File: src/rtl/bot_pkg.sv
// ---------------------------------------------------------------------------
// bot_pkg: shared types and constants of the box overlap table
// table geometry, command codes, query and entry layouts, bound helpers
// ---------------------------------------------------------------------------
package bot_pkg;

    localparam int TABLE_DEPTH = 256;
    localparam int IDX_W       = $clog2(TABLE_DEPTH);
    localparam int CNT_W       = $clog2(TABLE_DEPTH + 1);

    // fixed field widths
    localparam int COORD_W  = 16;
    localparam int COUNT_W  = 9;
    localparam int BOUND_W  = COORD_W + 3;   // 2*centre +/- extent, Q.5
    localparam int NEAR_W   = COORD_W + 2;   // centre +/- pitch, Q.4

    // configuration port
    localparam int ADDR_W     = 3;
    localparam int DATA_W     = 32;
    localparam logic REG_PITCH = 1'b0;        // word index of cell_pitch
    localparam logic [COORD_W-1:0] PITCH_RESET = 16'd16;

    typedef enum logic [1:0] {
        CMD_PLACE  = 2'd0,
        CMD_REMOVE = 2'd1,
        CMD_QUERY  = 2'd2,
        CMD_NONE   = 2'd3
    } cmd_t;

    typedef logic signed [BOUND_W-1:0] bound_t;
    typedef logic signed [NEAR_W-1:0]  near_t;

    // one stored box, x in the low lane
    typedef struct packed {
        logic [2:0][COORD_W-1:0] ext;
        logic [2:0][COORD_W-1:0] ctr;
    } entry_t;

    // precomputed bounds of the incoming box or point
    typedef struct packed {
        logic [2:0][BOUND_W-1:0] lo;
        logic [2:0][BOUND_W-1:0] hi;
        logic [2:0][NEAR_W-1:0]  near_lo;
        logic [2:0][NEAR_W-1:0]  near_hi;
    } qry_t;

    typedef struct packed {
        logic hit;    // box overlaps this entry
        logic near;   // entry centre within one pitch of the point
    } slot_res_t;

    function automatic bound_t bound_lo(logic [COORD_W-1:0] c, logic [COORD_W-1:0] s);
        bound_t c2;
        bound_t se;
        c2 = {{2{c[COORD_W-1]}}, c, 1'b0};
        se = {3'b000, s};
        return c2 - se;
    endfunction

    function automatic bound_t bound_hi(logic [COORD_W-1:0] c, logic [COORD_W-1:0] s);
        bound_t c2;
        bound_t se;
        c2 = {{2{c[COORD_W-1]}}, c, 1'b0};
        se = {3'b000, s};
        return c2 + se;
    endfunction

endpackage

File: src/rtl/bot_slot_eval.sv
// ---------------------------------------------------------------------------
// bot_slot_eval: compare one stored box against the current command
// open-interval overlap on three axes and the removal proximity test
// ---------------------------------------------------------------------------
module bot_slot_eval
    import bot_pkg::*;
(
    input  qry_t      qry,
    input  entry_t    ent,
    output slot_res_t res
);

    always_comb
    begin
        logic   all_ovl;
        logic   all_near;
        bound_t lo_b;
        bound_t hi_b;
        bound_t lo_a;
        bound_t hi_a;
        near_t  cb;
        all_ovl  = 1'b1;
        all_near = 1'b1;
        for (int a = 0; a < 3; a++)
        begin
            lo_b = bound_lo(ent.ctr[a], ent.ext[a]);
            hi_b = bound_hi(ent.ctr[a], ent.ext[a]);
            lo_a = $signed(qry.lo[a]);
            hi_a = $signed(qry.hi[a]);
            // max(lo) < min(hi) written as four compares
            if (!((lo_a < hi_a) && (lo_b < hi_b) && (lo_a < hi_b) && (lo_b < hi_a)))
                all_ovl = 1'b0;
            cb = {{2{ent.ctr[a][COORD_W-1]}}, ent.ctr[a]};
            if (!((cb > $signed(qry.near_lo[a])) && (cb < $signed(qry.near_hi[a]))))
                all_near = 1'b0;
        end
        res.hit  = all_ovl;
        res.near = all_near;
    end

endmodule

File: config.mk
export PLATFORM = sky130hd
export DESIGN_NAME = bot_slot_eval
export DESIGN_NICKNAME = d
export VERILOG_FILES = /design/src/rtl/bot_pkg.sv /design/src/rtl/bot_slot_eval.sv
export SDC_FILE = /design/constraint.sdc
export NUM_CORES = 1
export LEC_CHECK = 0
export BUFFER_PORTS_ARGS = -buffer_cell sky130_fd_sc_hd__buf_2
export CAP_MARGIN = 0
export CORE_MARGIN = 2
export CORE_UTILIZATION = 57
export DETAILED_ROUTE_END_ITERATION = 10
export GPL_TIMING_DRIVEN = 0
export PLACE_DENSITY = 0.86
export SLEW_MARGIN = 10
export SYNTH_ARGS = -nofsm -noshare
export SYNTH_HDL_FRONTEND = slang
export SYNTH_SLANG_ARGS = --single-unit
export TNS_END_PERCENT = 100
File: constraint.sdc
create_clock -name vclk -period 7.4
set_input_delay 1.11 -clock vclk [all_inputs]
set_output_delay 1.11 -clock vclk [all_outputs]
set_load 0.01 [all_outputs]
==> flow_summary.json <==
{
  "status": "finished clean",
  "drive_gt1_frac": 0.2084,
  "fp-row-count": 52,
  "crit_arrival_ns": 6.18,
  "grt_max_degree": 12,
  "p_sw_w": 0.0006826,
  "port_buffers": 320,
  "syn_nets": 2278,
  "antenna_left": 0,
  "hold_violations": 0,
  "final_cell_area_um2": 13980,
  "nets": 2610,
  "finalCriticalPeriod_ns": 7.287,
  "grt_usage": 0.3007,
  "yosys-top-cells-area": "ha_1, inv_1, a21oi_1",
  "gp_congestion": 0.9627,
  "regArea_um2": 0,
  "setup_violations": 0,
  "yosys_warnings": 0,
  "wire_per_inst_um": 15.88,
  "power_leakage_nw": 7.957,
  "dr_total_vias": 12550,
  "fmax_ghz": 0.1372,
  "postSynthAreaPerCell_um2": 7.506,
  "grtUsageMet3": 0.02963,
  "crit_required_ns": 6.29,
  "seq_cells": 0,
  "seqPwrFrac": 0,
  "netlist.area_leader.share": 0.4197,
  "grtUsageMet2": 0.5353,
  "ys_seq_area_frac": 0,
  "crit_slowest_cell": "o41a_1",
  "drt_iter0_markers": 642,
  "fin_ws_ns": 0.1132,
  "io_pins": 320,
  "grt_most_used_layer": "met2",
  "final_max_slew_viol_count": 0,
  "netlist_area_um2": 11720,
  "fp.dieH_um": 147.4,
  "clock_buffers": 0,
  "final_common_cell": "ha_1",
  "path_cells": "buf_2, inv_1, ha_1, nor2b_1, o21ai_1, a21boi_0, o21ai_1, a21oi_1, a41o_1, o41a_1, and2_1, nor2_2, ha_1, a21o_1, a21o_1, a2111oi_4, a21oi_2, o311a_1, o21ai_0, nor4bb_4, o221ai_2, nor4_2, o2111a_1, buf_2",
  "first_global_vias": 12310,
  "grt_util_met1": 0.3784,
  "worst_pin_slew_ns": 0.6776,
  "critical_path.max_stage_delay_ns": 0.38,
  "clkPwrFrac": 0,
  "min_path_type": "in -> out",
  "routed_wl_um": 34490,
  "p_int_w": 0.0005653,
  "start_util": 0.5790,
  "grt_overflow": 0,
  "critPathMaxFanout": 4,
  "grt_pass1_wl_um": 54940,
  "slew_headroom": 0.5452,
  "hold_buffers": 0,
  "p_total_w": 0.001248,
  "rsz0062_at_grt": "true",
  "yosysTopAreaCell": "ha_1",
  "swShare": 0.5470,
  "layout_common_cells": "ha_1, buf_2, inv_1",
  "power.density_nw_per_um2": 89.26,
  "post_dp_cell_area_um2": 13660,
  "comb_power_share": 1.000,
  "pre_cts_slack_ns": -0.7483,
  "dr.pass1.iters": 5,
  "die_width_um": 147.4,
  "finalCritPeriodShare": 0.9847,
  "fillCellCount": 1693,
  "drc": 0,
  "synthCells": 1561,
  "max-cap-violations": 0,
  "vias_per_cell": 5.779,
  "crit_type": "in -> out",
  "peakVddDrop_uv": 48.75,
  "coreArea_um2": 20230,
  "synth_cell_types": 79,
  "die-area_um2": 21720,
  "tns_ns": 0,
  "end_kind": "output port",
  "antenna_found_initial": 11,
  "detailed_place_hpwl_um": 30920,
  "area_growth_pct": 19.32,
  "fin_util": 0.6909,
  "crit_path_start_kind": "input pin"
}
-- worst max-delay path, delay by kind of cell --
kind / cells / cell delay (ns)
compound gates: 14 / 2.96
fa+ha+maj: 2 / 0.57
buf+inv: 3 / 0.32
simple gates: 5 / 1.20
-- layer usage --
layer  wire, µm  part of all wire
met3       2007             0.058
met2      16340              0.47
met5          0                 0
met4       1283             0.037
met1      14860              0.43
-- final timing paths --
check                start     end  slack (ns)  cells past startpoint
setup / recovery   ent[81]  res[1]        0.11                     24
hold / removal    qry[197]  res[1]        2.83                      5
-- what timing repair did --
item | in CTS | in global routing
pin swaps | 2 | 24
setup endpoints to repair | 1 | 1
setup buffers | 0 | 11
cloned | 0 | 0
gates resized for setup | 15 | 40
-- synth_stat cells, types with 5 or more instances --
master and n:
ha_1 393, inv_1 260, nor2_1 115, a21oi_1 113, o21ai_0 73, a21o_1 64
xnor2_1 61, nand2_1 45, nor2b_1 44, nand4_1 31, nor3_1 26, nand2b_1 25
nand3_1 25, o21a_1 25, xor2_1 22, a211oi_1 17, o21bai_1 14, clkbuf_1 13
o211ai_1 12, a2111oi_0 11, o2111ai_1 11, a31oi_1 8, and2_1 8, buf_2 8
o31ai_1 8, a211o_1 7, and4_1 7, a21boi_0 6, and3_1 6, fa_1 6
nor4_1 6, mux2i_1 5, o22ai_1 5, or2_2 5
-- final cells by class --
| cell class | instances | area (µm²) | share of cell area |
|---|---|---|---|
| timing repair buffer | 331 | 1703 | 0.1218 |
| antenna | 11 | 27.53 | 0.001969 |
| multi-input combinational | 1278 | 10830 | 0.7746 |
| tap | 270 | 337.8 | 0.02417 |
| buffer | 22 | 103.9 | 0.007429 |
| inverter | 260 | 978.4 | 0.06999 |
-- through the flow --
| stage | std cells | hold WS, ns |
|---|---|---|
| global placement | 2151 | 2.811 |
| finish | 2172 | 2.825 |
| CTS | 2151 | 2.817 |
| detailed placement | 2151 | 2.797 |
| global route | 2171 | 2.857 |
| floorplan | 1561 | 2.520 |
-- power by group through the flow --
stage	Combinational (W)	Clock (W)	Sequential, W
floorplan	0.000835	0	0
global placement	0.00112	0	0
detailed placement	0.00118	0	0
CTS	0.00120	0	0
global route	0.00141	0.000000000181	0
finish	0.00125	0.000000000199	0
-- logic make-up after synthesis --
| family | count (synthesis) | synth area share |
|---|---|---|
| xor gates and xnor gates | 83 | 0.06205 |
| AOI/OAI and AO/OA | 429 | 0.2535 |
| and+or+nand+nor | 360 | 0.1559 |
| muxes | 5 | 0.004272 |
| adders and majority gates | 401 | 0.4318 |
| buffers and inverters | 283 | 0.09248 |
(Power assumes the default switching activity.)
